<file path="src/hw/rtl/fed_pkg.sv">
package fed_pkg;

	// Depth of the echo memory in samples; a power of two.
	localparam int unsigned DEPTH = 65536;
	localparam int unsigned PTR_W = $clog2(DEPTH);
	localparam int unsigned LEN_W = PTR_W + 1;

	localparam int unsigned SAMPLE_W = 16;
	localparam int unsigned DELAY_W = 17;
	localparam int unsigned FB_W = 15;
	localparam int unsigned WET_W = 16;
	localparam int unsigned SAT_IN_W = 20;

	localparam int unsigned PADDR_W = 4;
	localparam int unsigned PDATA_W = 32;

	localparam int unsigned OUTQ_AW = 2;
	localparam int unsigned OUTQ_DEPTH = 2 ** OUTQ_AW;
	localparam int unsigned OUTQ_CW = OUTQ_AW + 1;

	localparam logic [DELAY_W-1:0] DELAY_RESET = 17'd13230;
	localparam logic [FB_W-1:0] FEEDBACK_RESET = 15'd16384;
	localparam logic [WET_W-1:0] WET_RESET = 16'd9830;
	localparam logic [WET_W-1:0] Q15_ONE = 16'h8000;

	typedef enum logic [1:0] {
		REG_DELAY = 2'd0,
		REG_FEEDBACK = 2'd1,
		REG_WET = 2'd2
	} reg_idx_t;

	// Effective configuration seen by the datapath.
	typedef struct packed {
		logic [LEN_W-1:0] eff_len;
		logic [FB_W-1:0] fb_gain;
		logic [WET_W-1:0] wet;
		logic [WET_W-1:0] dry;
		logic restart;
		logic [PTR_W-1:0] restart_wr;
	} cfg_t;

	typedef struct packed {
		logic clearing;
		logic busy;
	} core_sts_t;

	function automatic logic [LEN_W-1:0] clamp_len(input logic [DELAY_W-1:0] v);
		logic [31:0] w;
		w = 32'(v);
		if (w < 32'd2) begin
			w = 32'd2;
		end else if (w > 32'(DEPTH)) begin
			w = 32'(DEPTH);
		end
		return LEN_W'(w);
	endfunction

	function automatic logic [PTR_W-1:0] advance(input logic [PTR_W-1:0] p,
			input logic [LEN_W-1:0] len);
		logic [LEN_W-1:0] n;
		n = {1'b0, p} + LEN_W'(1);
		return (n >= len) ? '0 : n[PTR_W-1:0];
	endfunction

	function automatic logic signed [SAMPLE_W-1:0] sat16(input logic signed [SAT_IN_W-1:0] v);
		if (v > 20'sd32767) begin
			return 16'sh7fff;
		end else if (v < -20'sd32768) begin
			return 16'sh8000;
		end
		return v[SAMPLE_W-1:0];
	endfunction

	localparam logic [PTR_W-1:0] WR_RESET = PTR_W'(clamp_len(DELAY_RESET) - LEN_W'(1));

endpackage

</file>
<file path="src/hw/rtl/fed_regs.sv">
module fed_regs import fed_pkg::*; (
	input logic clk,
	input logic arst_n,
	input logic psel,
	input logic penable,
	input logic pwrite,
	input logic [PADDR_W-1:0] paddr,
	input logic [PDATA_W-1:0] pwdata,
	output logic [PDATA_W-1:0] prdata,
	output cfg_t cfg
);

	logic [DELAY_W-1:0] delay_len_q;
	logic [FB_W-1:0] fb_gain_q;
	logic [WET_W-1:0] wet_mix_q;
	logic wr_en;
	reg_idx_t idx;

	assign wr_en = psel & penable & pwrite;
	assign idx = reg_idx_t'(paddr[PADDR_W-1:2]);

	always_ff @(posedge clk or negedge arst_n) begin
		if (!arst_n) begin
			delay_len_q <= DELAY_RESET;
			fb_gain_q <= FEEDBACK_RESET;
			wet_mix_q <= WET_RESET;
		end else if (wr_en) begin
			unique case (idx)
				REG_DELAY: delay_len_q <= pwdata[DELAY_W-1:0];
				REG_FEEDBACK: fb_gain_q <= pwdata[FB_W-1:0];
				REG_WET: wet_mix_q <= pwdata[WET_W-1:0];
				default: ;
			endcase
		end
	end

	always_comb begin
		unique case (idx)
			REG_DELAY: prdata = PDATA_W'(delay_len_q);
			REG_FEEDBACK: prdata = PDATA_W'(fb_gain_q);
			REG_WET: prdata = PDATA_W'(wet_mix_q);
			default: prdata = '0;
		endcase
	end

	always_comb begin
		cfg.eff_len = clamp_len(delay_len_q);
		cfg.fb_gain = fb_gain_q;
		cfg.wet = (wet_mix_q > Q15_ONE) ? Q15_ONE : wet_mix_q;
		cfg.dry = Q15_ONE - cfg.wet;
		cfg.restart = wr_en && (idx == REG_DELAY);
		cfg.restart_wr = PTR_W'(clamp_len(pwdata[DELAY_W-1:0]) - LEN_W'(1));
	end

endmodule

</file>
<file path="config.mk">
export PLATFORM = sky130hd
export DESIGN_NAME = fed_regs
export DESIGN_NICKNAME = d
export VERILOG_FILES = /design/src/hw/rtl/fed_pkg.sv /design/src/hw/rtl/fed_regs.sv
export SDC_FILE = /design/constraint.sdc
export NUM_CORES = 1
export LEC_CHECK = 0
export ABC_AREA = 1
export ABC_CLOCK_PERIOD_IN_PS = 6050
export BUFFER_PORTS_ARGS = -buffer_cell sky130_fd_sc_hd__buf_2
export CAP_MARGIN = 40
export CORE_UTILIZATION = 52
export CTS_CLUSTER_DIAMETER = 120
export DETAILED_ROUTE_END_ITERATION = 12
export GPL_TIMING_DRIVEN = 0
export PLACE_DENSITY = 0.87
export SLEW_MARGIN = 20
export SYNTH_ARGS = -nofsm -noshare
export SYNTH_HDL_FRONTEND = slang
export SYNTH_SLANG_ARGS = --single-unit
</file>
<file path="constraint.sdc">
create_clock -name clk -period 6.05 [get_ports clk]
set_input_delay 0.605 -clock clk [delete_from_list [all_inputs] [get_ports clk]]
set_output_delay 0.605 -clock clk [all_outputs]
set_load 0.02 [all_outputs]
</file>
Yosys cells after proc, flatten, opt, wreduce, memory -nomap -nowiden
Index checks and enable logic that the tools add are counted.

Bits in registers: 48. Input bits: 41. Output and inout port bits: 113. Logic and storage cells: 25.

Add/sub/neg operators: 2. Magnitude comparators: 5. Equal/unequal tests: 2. Mux-type cells: 6. Bitwise gates (word level): 2. Reduce and logical (&&, ||, !) cells: 5.

Operators by type and width (number): 17-bit case mux with 3 select lines (1); 16-bit 2-to-1 mux (3); 17-bit greater-than comparator, second input constant (2); 17-bit by 2-bit < comparator with 1-bit output, second input constant (2); 17-bit 2-to-1 mux (2); 16-bit greater-than comparator, second input constant (1); 16-bit by 1-bit subtractor with 16-bit output, second input constant (1); 16-bit subtractor, first input constant (1); 2-bit AND reduction (3); 1-bit AND (2); 2-bit by 1-bit == test with 1-bit output, second input constant (1); 2-bit == test, second input constant (1); 2-bit zero test (1); 1-bit logical AND (1).

Longest topological paths before layout
Depth after elaboration: 4. Depth in mapped cells: 15. Mapped depth without buffers: 14.

Least setup slack after synthesis
No wires, ideal clock.

Kind: flip-flop to output port. From: reg wet_mix_q[0]. To: out cfg[23] in the netlist's numbering. Data arrival time: 2202 ps. Required time: 5445 ps. Path slack: 3243 ps. Stages on the path, launching flop included: 14. Buffers on the path: 1. Path through: dfrtp_1 nor2_1 nand3_1 nor2_1 nand2_1 nand2_1 buf_6 inv_1 nor2_1 inv_1 ha_1 nand2_1 nor2_4 xor2_1.

RTL lines: from (decl) (RTL line fed_regs.sv:15) `logic [WET_W-1:0] wet_mix_q;`; from (signal assigned) (RTL line fed_regs.sv:31) `REG_WET: wet_mix_q <= pwdata[WET_W-1:0];`; to (decl) (RTL line fed_regs.sv:10) `output cfg_t cfg`.

==> results.txt <==
----------------------------------------------------
[Floorplanning]
  Floorplan die width ... about 84 microns
  Count of boundary I/O pins ... ~150
  Standard-cell row count ... 29
  Core Area ... about 6400 sq um
  Die area ... about 7000 sq um
  Height of the chip ... 83.6 microns
  Starting density of the core ... a little over half

[Logic synthesis]
  Number of flops mapped to enable cells by yosys ... 0
  Number of warnings issued by yosys ... 0
  Portion of the post-synthesis area used by sequential elements ... 35.3%
  Netlist area before placement ... 3460 sq um
  Area share of the largest cell type after synthesis ... roughly 22%
  Number of cells produced by synthesis ... just over 500
  Number of different library cells in the post-synthesis netlist ... 37
  Largest cells by area after synthesis ... sky130_fd_sc_hd__dfrtp_1, sky130_fd_sc_hd__nand2_1, sky130_fd_sc_hd__dfstp_2
  Synthesized area divided by synthesized cell count ... just under 7 sq um
  Flip-flop cell with the highest count after synthesis ... sky130_fd_sc_hd__dfrtp_1
  Proportion of synthesized flip-flops having asynchronous set or reset ... between 90% and 100%
  Flip-flop and latch count after synthesis ... 48
  Library cell with the largest summed area after synthesis ... sky130_fd_sc_hd__dfrtp_1

[Worst setup path]
  Category of the worst setup path capture point ... primary output
  Type of element launching the critical path ... register
  Kind of critical path ... register to primary output
  Endpoint required time on the critical path ... roughly 5400 ps
  Most frequent cell on the critical path ... sky130_fd_sc_hd__nand2_1
  Cell with the largest stage delay on the worst path ... sky130_fd_sc_hd__dfstp_2
  Crit-path max FO ... 10
  Data arrival at the endpoint of the critical path ... 2640 ps
  Worst path max stage delay ... around 600 ps
  List of cells traversed by the critical path ... inv_1 -> nand4_1 -> nor2_1 -> nand2_1 -> nand2_1 -> buf_6 -> inv_1 -> nor2_1 -> inv_1 -> ha_1 -> nand2_1 -> nor2_4 -> nand3_1 -> nand2_1 -> nand2_1 -> buf_2
  Number of buffers and inverters on the critical path ... 5
  Largest delay contributor family on the critical path ... simple AND/OR/NAND/NOR gates

[STA]
  Final worst hold slack ... ~240 ps
  Fin Setup TNS ... 0 ps
  Worst slew slack as a fraction of its limit ... 58.3%
  Setup-violating endpoint count in the final report ... 0
  Clock tree skew after final layout ... 0 ps
  Count of final hold-check violations ... 0
  Setup repair after global routing missed its margin ... false
  Final critical-path required period ... around 3200 ps
  Post-route clock period utilization ... about 54%
  F_max ... 308 MHz
  Max-slew violation count ... 0
  Smallest setup slack after layout ... roughly 2800 ps
  Slew of the pin with the lowest slew margin ... approximately 620 ps

[Route]
  Initial DRC count ... between 400 and 500
  Post-DRT Antenna Nets ... 0
  Total Wirelength ... between 10,000 and 15,000 microns
  DRC violations left ... 0
  Via count of the routed design ... 3,992
  First-pass DRT Iterations ... 7
  Vias per cell ... around 5.4
  Detail-routed net length per standard cell ... ~15 microns

[Clocking]
  CTS Root Cell ... sky130_fd_sc_hd__clkbuf_8
  CTS tree ... built
  Post-cts repair resize count ... 0
  Longest Clk Path Bufs ... 2
  CTS Buf Count ... 5
  Clk pin slew, worst setup/hold paths ... 90 ps
  Clock Sink Count ... 48
  Post-CTS setup buffer count ... 0
  Count of hold-fix buffers inserted at cts ... 0
  Level count of the clock H-tree ... 2
  Insertion delay to the later sink of the worst-skew pair ... a little over 300 ps

[Placed design]
  Post-place instance area ... 4230 sq um
  Weighted congestion reported at the end of routability-driven placement ... a little under 1
  Placement Setup Slack ... roughly 3100 ps
  Dpl hpwl ... approximately 8600 microns
  Number of port buffers ... about 120

[Pwr]
  Standby leakage power ... approximately 2.4 nW
  Pwr dens ... approximately 320 nW/um^2
  Max rail drop VDD ... between 0.0002 and 0.00025 V

[Outcome]
  Outcome ... finished, final reports clean

[Global route]
  First-pass GRT wire length ... 17,600 microns
  Antenna violations before repair ... 0
  Number of global-route vias before repair ... 3,641
  Maximum number of pins on one net before global-route repair ... 30
  Remaining global-route overflow ... 0
  GRT Resource Usage Total ... 31.8%

[Layout]
  Summed area of non-filler cells in the final layout ... about 4300 sq um
  Layout area overhead ... 25.2%
  Post-layout net count ... 700
  Core Util, Final ... roughly two thirds
  Number of antenna diodes ... 0
  Fraction of layout cells with a size suffix above 1 ... between 20% and 30%

[Flow run]
  Max-capacitance violation count ... 0

[Worst hold path]
  Worst min-delay path class ... input pin to asynchronous set/reset pin

----------------------------------------------------
## final cells by class
type / count / area (sq um)
Tap cell: 77 / 96.3
Clock buffer: 6 / 82.6
Clock inverter: 2 / 10.0
Buffer: 35 / 221
Timing Repair Buffer: 123 / 631
Fill cell: 550 / 2060
Inverter: 80 / 300
Multi-Input combinational cell: 364 / 1770
Sequential cell: 48 / 1220
## where the power goes
group	total, mW	leakage [nW]	internal [mW]	switching, mW
sequential	0.470	0.566	0.409	0.0615
clock	0.200	0.0510	0.0913	0.108
combinational	0.722	1.82	0.229	0.492
total	1.39	2.44	0.730	0.662
## state kept, by name, indices dropped and copies added (netlist names)
register	count
wet_mix_q	16
delay_len_q	17
fb_gain_q	15
## cells in the final DEF (no fill, tap or decap), types with 6 or more instances in the layout
| cell type | netlist | layout |
|---|---|---|
| sky130_fd_sc_hd__nand2_1 | 140 | 140 |
| sky130_fd_sc_hd__buf_2 | 3 | 124 |
| sky130_fd_sc_hd__inv_1 | 74 | 74 |
| sky130_fd_sc_hd__o21ai_0 | 63 | 63 |
| sky130_fd_sc_hd__nor2_1 | 53 | 53 |
| sky130_fd_sc_hd__dfrtp_1 | 31 | 31 |
| sky130_fd_sc_hd__nand3_1 | 21 | 21 |
| sky130_fd_sc_hd__buf_4 | 17 | 17 |
| sky130_fd_sc_hd__dfstp_2 | 17 | 17 |
| sky130_fd_sc_hd__conb_1 | 1 | 15 |
| sky130_fd_sc_hd__o221ai_1 | 14 | 14 |
| sky130_fd_sc_hd__xor2_1 | 12 | 12 |
| sky130_fd_sc_hd__clkbuf_1 | 11 | 11 |
| sky130_fd_sc_hd__nand4_1 | 7 | 7 |
| sky130_fd_sc_hd__clkbuf_8 | 0 | 6 |
## cells by family (layout without fill, tap and decap cells)
logic type	Yosys count	count (layout)	synth area share (%)
xor+xnor	14	14	3.55
buf+inv	115	246	15.1
flops	48	48	35.3
simple gates	241	241	29.2
compound gates	92	92	16.0
other cells	1	15	0.108
fa+ha+maj	2	2	0.723
## cells in the mapped netlist (2+ instances only)
master / n
sky130_fd_sc_hd__nor3_1: 2
sky130_fd_sc_hd__clkbuf_1: 11
sky130_fd_sc_hd__o41ai_1: 4
sky130_fd_sc_hd__inv_2: 5
sky130_fd_sc_hd__o21ai_2: 4
sky130_fd_sc_hd__nand3_2: 2
sky130_fd_sc_hd__xnor2_1: 2
sky130_fd_sc_hd__buf_6: 3
sky130_fd_sc_hd__ha_1: 2
sky130_fd_sc_hd__nor2_2: 4
sky130_fd_sc_hd__nand3b_1: 2
sky130_fd_sc_hd__dfstp_2: 17
sky130_fd_sc_hd__xor2_1: 12
sky130_fd_sc_hd__nand3_1: 21
sky130_fd_sc_hd__buf_2: 3
sky130_fd_sc_hd__o221ai_1: 14
sky130_fd_sc_hd__dfrtp_1: 31
sky130_fd_sc_hd__o21ai_1: 2
sky130_fd_sc_hd__inv_1: 74
sky130_fd_sc_hd__buf_4: 17
sky130_fd_sc_hd__nand2_2: 5
sky130_fd_sc_hd__nor2_1: 53
sky130_fd_sc_hd__nand4_1: 7
sky130_fd_sc_hd__nor4_1: 2
sky130_fd_sc_hd__o21ai_0: 63
sky130_fd_sc_hd__nand2_1: 140
## worst paths after layout
| check | cells after the start | endpoint | start | slack [ps] |
|---|---|---|---|---|
| min in group clk | 2 | wet_mix_q[14]$_DFFE_PN0P_ | wet_mix_q[14]$_DFFE_PN0P_ | 510 |
| hold / removal | 1 | delay_len_q[11]$_DFFE_PN0P_ | arst_n | 240 |
| setup reg to reg | 2 | delay_len_q[13]$_DFFE_PN1P_ | delay_len_q[13]$_DFFE_PN1P_ | 5140 |
| hold reg to reg | 2 | wet_mix_q[14]$_DFFE_PN0P_ | wet_mix_q[14]$_DFFE_PN0P_ | 510 |
| setup / recovery | 16 | cfg[31] | wet_mix_q[10]$_DFFE_PN1P_ | 2800 |
| max in group asynchronous | 2 | wet_mix_q[6]$_DFFE_PN1P_ | arst_n | 5220 |
## metal layers
layer	GRT usage [%]	vias to the layer above	wire (microns)
li1	-	1892	-
met1	40.0	1798	4220
met2	51.9	258	5010
met3	6.13	44	1140
met4	16.8	0	494
met5	0	-	0
## through the flow
| step | power (mW) | std cells |
|---|---|---|
| floorplan | 0.950 | 527 |
| detailed placement | 1.19 | 726 |
| CTS | 1.38 | 734 |
| finish | 1.39 | 735 |
| global placement | 1.17 | 725 |
| global route | 1.47 | 735 |
(Power assumes the default switching activity.)
