==> src/hw/rtl/fed_pkg.sv <==
package fed_pkg;

	// Depth of the echo memory in samples; a power of two.
	localparam int unsigned DEPTH = 65536;
	localparam int unsigned PTR_W = $clog2(DEPTH);
	localparam int unsigned LEN_W = PTR_W + 1;

	localparam int unsigned SAMPLE_W = 16;
	localparam int unsigned DELAY_W = 17;
	localparam int unsigned FB_W = 15;
	localparam int unsigned WET_W = 16;
	localparam int unsigned SAT_IN_W = 20;

	localparam int unsigned PADDR_W = 4;
	localparam int unsigned PDATA_W = 32;

	localparam int unsigned OUTQ_AW = 2;
	localparam int unsigned OUTQ_DEPTH = 2 ** OUTQ_AW;
	localparam int unsigned OUTQ_CW = OUTQ_AW + 1;

	localparam logic [DELAY_W-1:0] DELAY_RESET = 17'd13230;
	localparam logic [FB_W-1:0] FEEDBACK_RESET = 15'd16384;
	localparam logic [WET_W-1:0] WET_RESET = 16'd9830;
	localparam logic [WET_W-1:0] Q15_ONE = 16'h8000;

	typedef enum logic [1:0] {
		REG_DELAY = 2'd0,
		REG_FEEDBACK = 2'd1,
		REG_WET = 2'd2
	} reg_idx_t;

	// Effective configuration seen by the datapath.
	typedef struct packed {
		logic [LEN_W-1:0] eff_len;
		logic [FB_W-1:0] fb_gain;
		logic [WET_W-1:0] wet;
		logic [WET_W-1:0] dry;
		logic restart;
		logic [PTR_W-1:0] restart_wr;
	} cfg_t;

	typedef struct packed {
		logic clearing;
		logic busy;
	} core_sts_t;

	function automatic logic [LEN_W-1:0] clamp_len(input logic [DELAY_W-1:0] v);
		logic [31:0] w;
		w = 32'(v);
		if (w < 32'd2) begin
			w = 32'd2;
		end else if (w > 32'(DEPTH)) begin
			w = 32'(DEPTH);
		end
		return LEN_W'(w);
	endfunction

	function automatic logic [PTR_W-1:0] advance(input logic [PTR_W-1:0] p,
			input logic [LEN_W-1:0] len);
		logic [LEN_W-1:0] n;
		n = {1'b0, p} + LEN_W'(1);
		return (n >= len) ? '0 : n[PTR_W-1:0];
	endfunction

	function automatic logic signed [SAMPLE_W-1:0] sat16(input logic signed [SAT_IN_W-1:0] v);
		if (v > 20'sd32767) begin
			return 16'sh7fff;
		end else if (v < -20'sd32768) begin
			return 16'sh8000;
		end
		return v[SAMPLE_W-1:0];
	endfunction

	localparam logic [PTR_W-1:0] WR_RESET = PTR_W'(clamp_len(DELAY_RESET) - LEN_W'(1));

endpackage

==> src/hw/rtl/fed_outq.sv <==
module fed_outq import fed_pkg::*; (
	input logic clk,
	input logic arst_n,
	input logic push,
	input logic signed [SAMPLE_W-1:0] push_data,
	input logic pop,
	output logic valid,
	output logic signed [SAMPLE_W-1:0] data
);

	logic signed [SAMPLE_W-1:0] entry_q [OUTQ_DEPTH];
	logic [OUTQ_AW-1:0] wp_q;
	logic [OUTQ_AW-1:0] rp_q;
	logic [OUTQ_CW-1:0] cnt_q;

	always_ff @(posedge clk or negedge arst_n) begin
		if (!arst_n) begin
			wp_q <= '0;
			rp_q <= '0;
			cnt_q <= '0;
		end else begin
			if (push) begin
				wp_q <= wp_q + OUTQ_AW'(1);
			end
			if (pop) begin
				rp_q <= rp_q + OUTQ_AW'(1);
			end
			unique case ({push, pop})
				2'b10: cnt_q <= cnt_q + OUTQ_CW'(1);
				2'b01: cnt_q <= cnt_q - OUTQ_CW'(1);
				default: ;
			endcase
		end
	end

	always_ff @(posedge clk) begin
		if (push) begin
			entry_q[wp_q] <= push_data;
		end
	end

	assign valid = (cnt_q != '0);
	assign data = entry_q[rp_q];

endmodule

==> config.mk <==
export PLATFORM = sky130hd
export DESIGN_NAME = fed_outq
export DESIGN_NICKNAME = d
export VERILOG_FILES = /design/src/hw/rtl/fed_pkg.sv /design/src/hw/rtl/fed_outq.sv
export SDC_FILE = /design/constraint.sdc
export NUM_CORES = 1
export LEC_CHECK = 0
export BUFFER_PORTS_ARGS = -buffer_cell sky130_fd_sc_hd__clkbuf_2
export CAP_MARGIN = 25
export CORE_MARGIN = 5
export CORE_UTILIZATION = 50
export CTS_CLUSTER_SIZE = 14
export DETAILED_ROUTE_END_ITERATION = 8
export PLACE_DENSITY_LB_ADDON = 0.3
export REMOVE_ABC_BUFFERS = 1
export SLEW_MARGIN = 20
export SYNTH_ARGS = -nofsm -noshare
export SYNTH_HDL_FRONTEND = slang
export SYNTH_SLANG_ARGS = --single-unit
==> constraint.sdc <==
create_clock -name clk -period 1.6 [get_ports clk]
set_clock_uncertainty 0.05 [all_clocks]
set_input_delay 0.16 -clock clk [delete_from_list [all_inputs] [get_ports clk]]
set_output_delay 0.16 -clock clk [all_outputs]
set_load 0.005 [all_outputs]
# ---- Yosys cells after proc, flatten, opt, wreduce, memory -nomap -nowiden
# Memories as Yosys holds them, arrays and structs flattened.
# Index checks and enable logic that the tools add are counted.
dict set report word_totals {
  regBits 7
  ram_bits 64
  inputBits 20
  out_inout_bits 17
  n_memories 1
}
# memory words width rd rd_clocked_by_memory_dff write_ports line_no
set memory_table {}
lappend memory_table {entry_q 4 16 1 0 1 fed_outq.sv:11} ;# logic signed [SAMPLE_W-1:0] entry_q [OUTQ_DEPTH];
dict set report classes {
  n_addsub 4
  n_eq_ne 2
  n_mux 3
  n_reduce_logical 2
}
# op count
set ops {}
lappend ops {{$pmux 3 s2} 1}
lappend ops {{$add 2x1->2 const B} 2}
lappend ops {{$add 3x1->3 const B} 1}
lappend ops {{$reduce_bool 3->1} 1}
lappend ops {{$sub 3x1->3 const B} 1}
lappend ops {{$eq 2x1->1 const B} 1}
lappend ops {{$eq 2x2->1 const B} 1}
lappend ops {{$mux 1} 2}
lappend ops {{$reduce_bool 2->1} 1}

# ---- Logic depth before layout (Yosys ltp)
# Gate-level depths: netlist of the first run.
dict set report logic_depth {
  ltp_word 2
  depth_mapped 7
  ltp_nobuf 7
}

# ---- Worst setup path before layout of the first run
# Ideal clock, no wire load.
dict set report synth_timing {
  path_kind {register to register}
  from {reg wp_q[0]}
  to {mem entry_q[2][0] (enable)}
  setup_time_ps 374
  arrival_ps 1047
  slack_ps 130
  stages_incl_launch_ff 4
  n_path_buf 0
  period_less_slack_ps 1470
  cell_sequence {dfrtp_1 -> inv_1 -> ha_1 -> and2_1}
}
# item line_no
set synth_lines {}
lappend synth_lines {{start, declared} fed_outq.sv:12} ;# logic [OUTQ_AW-1:0] wp_q;
lappend synth_lines {{start signal, assigned} fed_outq.sv:23} ;# wp_q <= wp_q + OUTQ_AW'(1);
lappend synth_lines {{end, declared} fed_outq.sv:11}
# No word-level cell before the write port.

# ---- Worst setup path in the final report of the first run
dict set report layout_timing {
  from {reg rp_q[0]}
  to {out data[14]}
}
dict set report layout_between {
  elab_chain_cells 1
}
# item line_no
set layout_lines {}
lappend layout_lines {{start, declared} fed_outq.sv:13} ;# logic [OUTQ_AW-1:0] rp_q;
lappend layout_lines {{start signal, assigned} fed_outq.sv:26} ;# rp_q <= rp_q + OUTQ_AW'(1);
lappend layout_lines {{$mem_v2 4x16} n/a}
lappend layout_lines {{end, declared} fed_outq.sv:8} ;# output logic signed [SAMPLE_W-1:0] data
# Every way passes these cells.

==> flow_summary.yaml, run 1 <==
synthesis:
  synthArstFlopShare: 0.0986
  synth_ff_type: "edfxtp_1"
  synth-seq-cells: 71
  synth_area_um2: 2740
  synth_seq_area_share: 0.764
  synth_cell_types: 18
  postSynthAreaPerCell_um2: 23.1
  netlist_instances: 119
  yosysWarningCount: 0
  synth_edf_count: 64
floorplanning:
  rows: 27
  die_y_um: 84.1
  core_area_um2: 5410
  start_util: 0.508
  pin_count: 37
  die_w_um: 84.1
  die-area_um2: 7070
sta:
  rsz0062_at_grt: "true"
  max_slew_margin: 0.872
  slew_violations: 0
  hold_viol: 0
  max_freq_mhz: 569
  tightest_slew_ps: 192
  final.setup.tns_ps: -2190
  setup_viol: 16
  holdWs_ps: 16.2
  fin_ws_ps: -159
  period_needed_ps: 1760
  finalCritPeriodShare: 1.10
pwr:
  ir_drop_uv: 955
  leakage_nw: 1.28
  powerDensity_nw_per_um2: 1710
setup_path:
  path_buf_inv: 2
  cp_max_fo: 8
  cp_data_required_time_ps: 1390
  crit_chain: "buf_12 -> mux4_2 -> clkbuf_2"
  startpoint_type: "flop"
  crit_family: "multiplexers"
  cpPeakStageDelay_ps: 510
  critical_path_class: "flop to output pin"
  slowest_stage: "mux4_2"
  critPathArrivalTime_ps: 1550
  setup.worst_path.end_class: "output pin"
finish:
  final_nets: 213
  drive_gt1_frac: 0.396
  fillers: 380
  area_delta_synth_final_pct: 25.4
  final_area_um2: 3440
  n_antenna_cell: 0
  instances_no_fill: 264
grt:
  grt_pass1_wl_um: 7350
  antenna_found_initial: 0
  grt_overflow: 0
  grt_pass1_vias: 1474
  grt_max_degree: 17
  grt_usage: 0.139
flow_run:
  max-cap-violations: 0
placed_design:
  port_buffers: 36
  placed_cells: 232
  dpl.hpwl_um: 2920
  routabilityCongestion: 0.662
  dp_slack_ps: 57.7
  placed_area_um2: 3090
clock_tree:
  cts_tree: "done"
  htree_levels: 3
  cts_buffers: 9
  clk_latency_ps: 330
  cts_buffer_depth: 2
  cts_sinks: 71
  cts.clk_slew.worst_paths_ps: 70
  root_buffer: "clkbuf_8"
detailed_routing:
  routedWlPerCell_um: 16.8
  vias: 1324
  wl_um: 4450
  drt_iter0_drc: 86
  detail-route-antenna-nets: 0
  viasPerCell: 5.02
  drt_pre_antenna_iters: 4
  drc: 0
outcome:
  violations: "negative setup slack"
  outcome: "finished with violations"
worst_hold_path:
  hp-class: "primary input to flop"
-- per-stage QoR --
stage	total power, W	utilization
after floorplan	0.00352	-
after global placement	0.00423	0.572
after detailed placement	0.00432	0.572
after CTS	0.00602	0.640
after global routing	0.00618	0.636
final	0.00588	0.636
-- final timing paths --
kind | from | slack [ps] | cells after the start | endpoint
hold / removal | push_data[11] | 20 | 1 | entry_q[3][11]$_DFFE_PP_
max in group asynchronous | arst_n | 1160 | 2 | rp_q[0]$_DFFE_PN0P_
setup reg to reg | cnt_q[0]$_DFFE_PN0P_ | 180 | 5 | cnt_q[2]$_DFFE_PN0P_
min in group asynchronous | arst_n | 150 | 2 | wp_q[1]$_DFFE_PN0P_
setup / recovery | rp_q[0]$_DFFE_PN0P_ | -160 | 3 | data[14]
hold reg to reg | cnt_q[2]$_DFFE_PN0P_ | 440 | 1 | cnt_q[2]$_DFFE_PN0P_
-- cells in the mapped netlist, types with 2 or more instances --
cell | count | area [um2]
edfxtp_1 | 64 | 1920
inv_1 | 6 | 22.5
ha_1 | 5 | 62.6
xnor2_1 | 2 | 17.5
xor2_1 | 4 | 35.0
mux4_1 | 8 | 210
dfrtp_1 | 7 | 175
nand2_1 | 2 | 7.51
mux4_2 | 8 | 180
and2_1 | 4 | 25.0
buf_2 | 2 | 10.0
-- cell type report --
| class | count | area, um2 | share of cell area |
|---|---|---|---|
| Timing Repair Buffer | 61 | 472 | 0.137 |
| Sequential cell | 71 | 2100 | 0.610 |
| Multi-Input combinational cell | 38 | 553 | 0.161 |
| Inverter | 6 | 22.5 | 0.00655 |
| Clock buffer | 11 | 131 | 0.0382 |
| Clock inverter | 5 | 72.6 | 0.0211 |
| Tap cell | 72 | 90.1 | 0.0262 |
-- timing repair --
action                                  4_1_cts  5_1_grt
buffers inserted                              3        0
hold buffers                                 14        0
endpoints found under the hold margin        56        0
pin swaps                                     0        0
resized for setup                            11        6
endpoints found under the setup margin       16       16
cloned                                        1        0
-- where the power goes --
part,internal (W),leakage (nW),total (W),switching (W)
Clock,0.000866,0.102,0.00145,0.000586
Combinational,0.00102,0.510,0.00181,0.000794
Sequential,0.00245,0.669,0.00261,0.000158
Total,0.00434,1.28,0.00588,0.00154
-- logic make-up (layout without fill, tap and decap cells) --
family                   Yosys count  count (layout)  share of synthesized area
adder cells (fa/ha/maj)            6               6                     0.0301
AO/OA/AOI/OAI                      1               1                    0.00182
multiplexers                      17              17                      0.146
buffers and inverters             10              83                     0.0233
AND/OR/NAND/NOR                    8               8                     0.0155
flip-flops                        71              71                      0.764
XOR/XNOR                           6               6                     0.0192
-- flip-flops by register name, indices dropped and copies added, names as in the netlist --
| register | flops |
|---|---|
| entry_q | 64 |
| cnt_q | 3 |
| wp_q | 2 |
| rp_q | 2 |
-- cells in the final DEF, fill, tap and decap left out --
| cell | n |
|---|---|
| and2_1 | 4 |
| buf_12 | 5 |
| buf_4 | 6 |
| buf_6 | 1 |
| bufinv_16 | 2 |
| clkbuf_1 | 2 |
| clkbuf_2 | 35 |
| clkbuf_8 | 9 |
| clkinv_1 | 2 |
| clkinv_2 | 1 |
| dfrtp_1 | 6 |
| dfrtp_2 | 1 |
| dlygate4sd3_1 | 14 |
| edfxtp_1 | 64 |
| fa_1 | 1 |
| ha_1 | 5 |
| inv_1 | 6 |
| mux2i_1 | 1 |
| mux4_2 | 16 |
| nand2_1 | 2 |
| nor2_1 | 1 |
| o21ai_0 | 1 |
| or3_1 | 1 |
| xnor2_1 | 2 |
| xor2_1 | 4 |
-- metal layers --
layer	up-vias	global-route usage	wire [um]
li1	610	-	-
met1	675	0.170	1820
met2	35	0.225	2310
met3	4	0.0484	267
met4	0	0.0585	50
met5	-	0	0
Power figures use the tool's default switching activity.
==> run 2: changes to the inputs <==
- MAX_ROUTING_LAYER: unset -> met4
==> run 2 against run 1 <==
Effect of this change: the run still ends with negative setup slack left; cell count stayed put; via count is 0.30% lower; die area unchanged; clock-buffer cell count is the same; critical endpoint unchanged; largest cell class unchanged.
==> flow_summary.yaml, run 2 (synthesized netlist as in run 1, its figures left out) <==
pwr:
  p_sw_frac: 0.262
  p_seq_frac: 0.444
  pwr-share-clk: 0.247
  netSwitchingPower_w: 0.00154
  combPwrFrac: 0.309
  p_int_w: 0.00434
  powerDensity_nw_per_um2: 1710
  leakage_nw: 1.28
  ir_drop_uv: 952
clock_tree:
  htree_levels: 3
  cts_buffers: 9
  cts_tree: "done"
  cts_sinks: 71
  cts.clk_slew.worst_paths_ps: 70
  clk_latency_ps: 330
  cts_buffer_depth: 2
  root_buffer: "clkbuf_8"
setup_path:
  setup.worst_path.end_class: "output pin"
  cp_max_fo: 8
  critPathArrivalTime_ps: 1560
  critical_path_class: "flop to output pin"
  startpoint_type: "flop"
  reg2reg_from: "cnt_q[0]$_DFFE_PN0P_"
  crit_path_start: "rp_q[0]$_DFFE_PN0P_"
  cp_data_required_time_ps: 1390
finish:
  fillers: 380
  instances_no_fill: 264
  reg_top3: "entry_q (64), cnt_q (3)"
  largest_reg_flops: 64
  final_nets: 213
  n_antenna_cell: 0
  drive_gt1_frac: 0.396
  fin_util: 0.636
  layout_commonest_cell: "edfxtp_1"
  layout_common_cells: "64 x edfxtp_1, 35 x clkbuf_2, 16 x mux4_2"
  area_delta_synth_final_pct: 25.4
  top_register: "entry_q"
detailed_routing:
  viasPerCell: 5.00
  drc: 0
  routedWlPerCell_um: 17.0
  drt_pre_antenna_iters: 4
  detail-route-antenna-nets: 0
  wl_um: 4480
  drt_iter0_drc: 82
  vias: 1320
sta:
  slew_violations: 0
  period_needed_ps: 1770
  tightest_slew_ps: 192
  max_slew_margin: 0.872
  fin_ws_ps: -167
  finalCritPeriodShare: 1.10
  hold_viol: 0
  max_freq_mhz: 566
  setup_viol: 16
  rsz0062_at_grt: "true"
worst_hold_path:
  hp-start: "push_data[11]"
  hp-class: "primary input to flop"
outcome:
  violations: "negative setup slack"
  outcome: "finished with violations"
floorplanning:
  core_area_um2: 5410
  die_w_um: 84.1
  die-area_um2: 7070
  pin_count: 37
  rows: 27
  die_y_um: 84.1
  start_util: 0.508
grt:
  grt_usage: 0.144
  grt_overflow: 0
  grt_pass1_vias: 1462
  grt_max_degree: 17
  antenna_found_initial: 0
  grt_pass1_wl_um: 7380
placed_design:
  port_buffers: 36
  placed_cells: 232
  routabilityCongestion: 0.669
  dpl.hpwl_um: 2920
flow_run:
  max-cap-violations: 0
[run 2: cell counts in the layout (fill, tap and decap cells not counted)]
Identical to the previous run, type by type.
[run 2: worst max-delay path: stages (launching register included)]
cell      delay (ps)
dfrtp_2          420
buf_12           160
mux4_2           510
clkbuf_2         130
[run 2: cell type report]
type | count | area [um2] | area share
sequential | 71 | 2100 | 0.610
multi-input combinational | 38 | 553 | 0.161
inverter | 6 | 22.5 | 0.00655
clock buffer | 11 | 131 | 0.0382
tap | 72 | 90.1 | 0.0262
clock inverter | 5 | 72.6 | 0.0211
timing repair buffer | 61 | 472 | 0.137
[run 2: what timing repair did]
item	CTS	global route
setup buffers	3	0
gates resized for setup	11	6
endpoints found under the hold margin	56	0
gates cloned	1	0
endpoints found under the setup margin	16	16
hold buffers	14	0
[run 2: power groups by stage]
| stage | combinational, W | sequential, W | clock (W) |
|---|---|---|---|
| floorplan | 0.000813 | 0.00270 | 0 |
| global placement | 0.00162 | 0.00260 | 0 |
| detailed placement | 0.00168 | 0.00264 | 0 |
| CTS | 0.00193 | 0.00260 | 0.00149 |
| global route | 0.00198 | 0.00264 | 0.00157 |
| finish | 0.00182 | 0.00261 | 0.00145 |
[run 2: worst paths after layout]
kind                                             to  slack [ps]  cells after the start
hold reg to reg                cnt_q[2]$_DFFE_PN0P_         440                      1
setup / recovery                           data[14]        -170                      3
setup reg to reg               cnt_q[2]$_DFFE_PN0P_         180                      5
min in group asynchronous       wp_q[1]$_DFFE_PN0P_         150                      2
max in group asynchronous       rp_q[0]$_DFFE_PN0P_        1160                      2
hold / removal             entry_q[3][11]$_DFFE_PP_          20                      1
[run 2: metrics by stage]
stage	setup TNS, ps	total power [W]	cell area (um2)	worst slack, ps	hold slack [ps]
6_report	-2240	0.00588	3440	-167	21.8
5_1_grt	-3270	0.00618	3440	-230	11.2
4_1_cts	-3350	0.00602	3460	-235	3.79
3_5_place_dp	0	0.00432	3090	57.7	-39.4
3_3_place_gp	0	0.00423	3090	107	-50.3
2_1_floorplan	-573	0.00352	2700	-64.5	-186
[run 2: per-layer routing]
layer / global-route usage / wire, um / part of all wire / vias up
li1: - / - / - / 609
met1: 0.172 / 1880 / 0.42 / 673
met2: 0.225 / 2310 / 0.52 / 34
met3: 0.0474 / 233 / 0.052 / 4
met4: 0.0585 / 49 / 0.011 / 0
met5: - / 0 / 0 / -
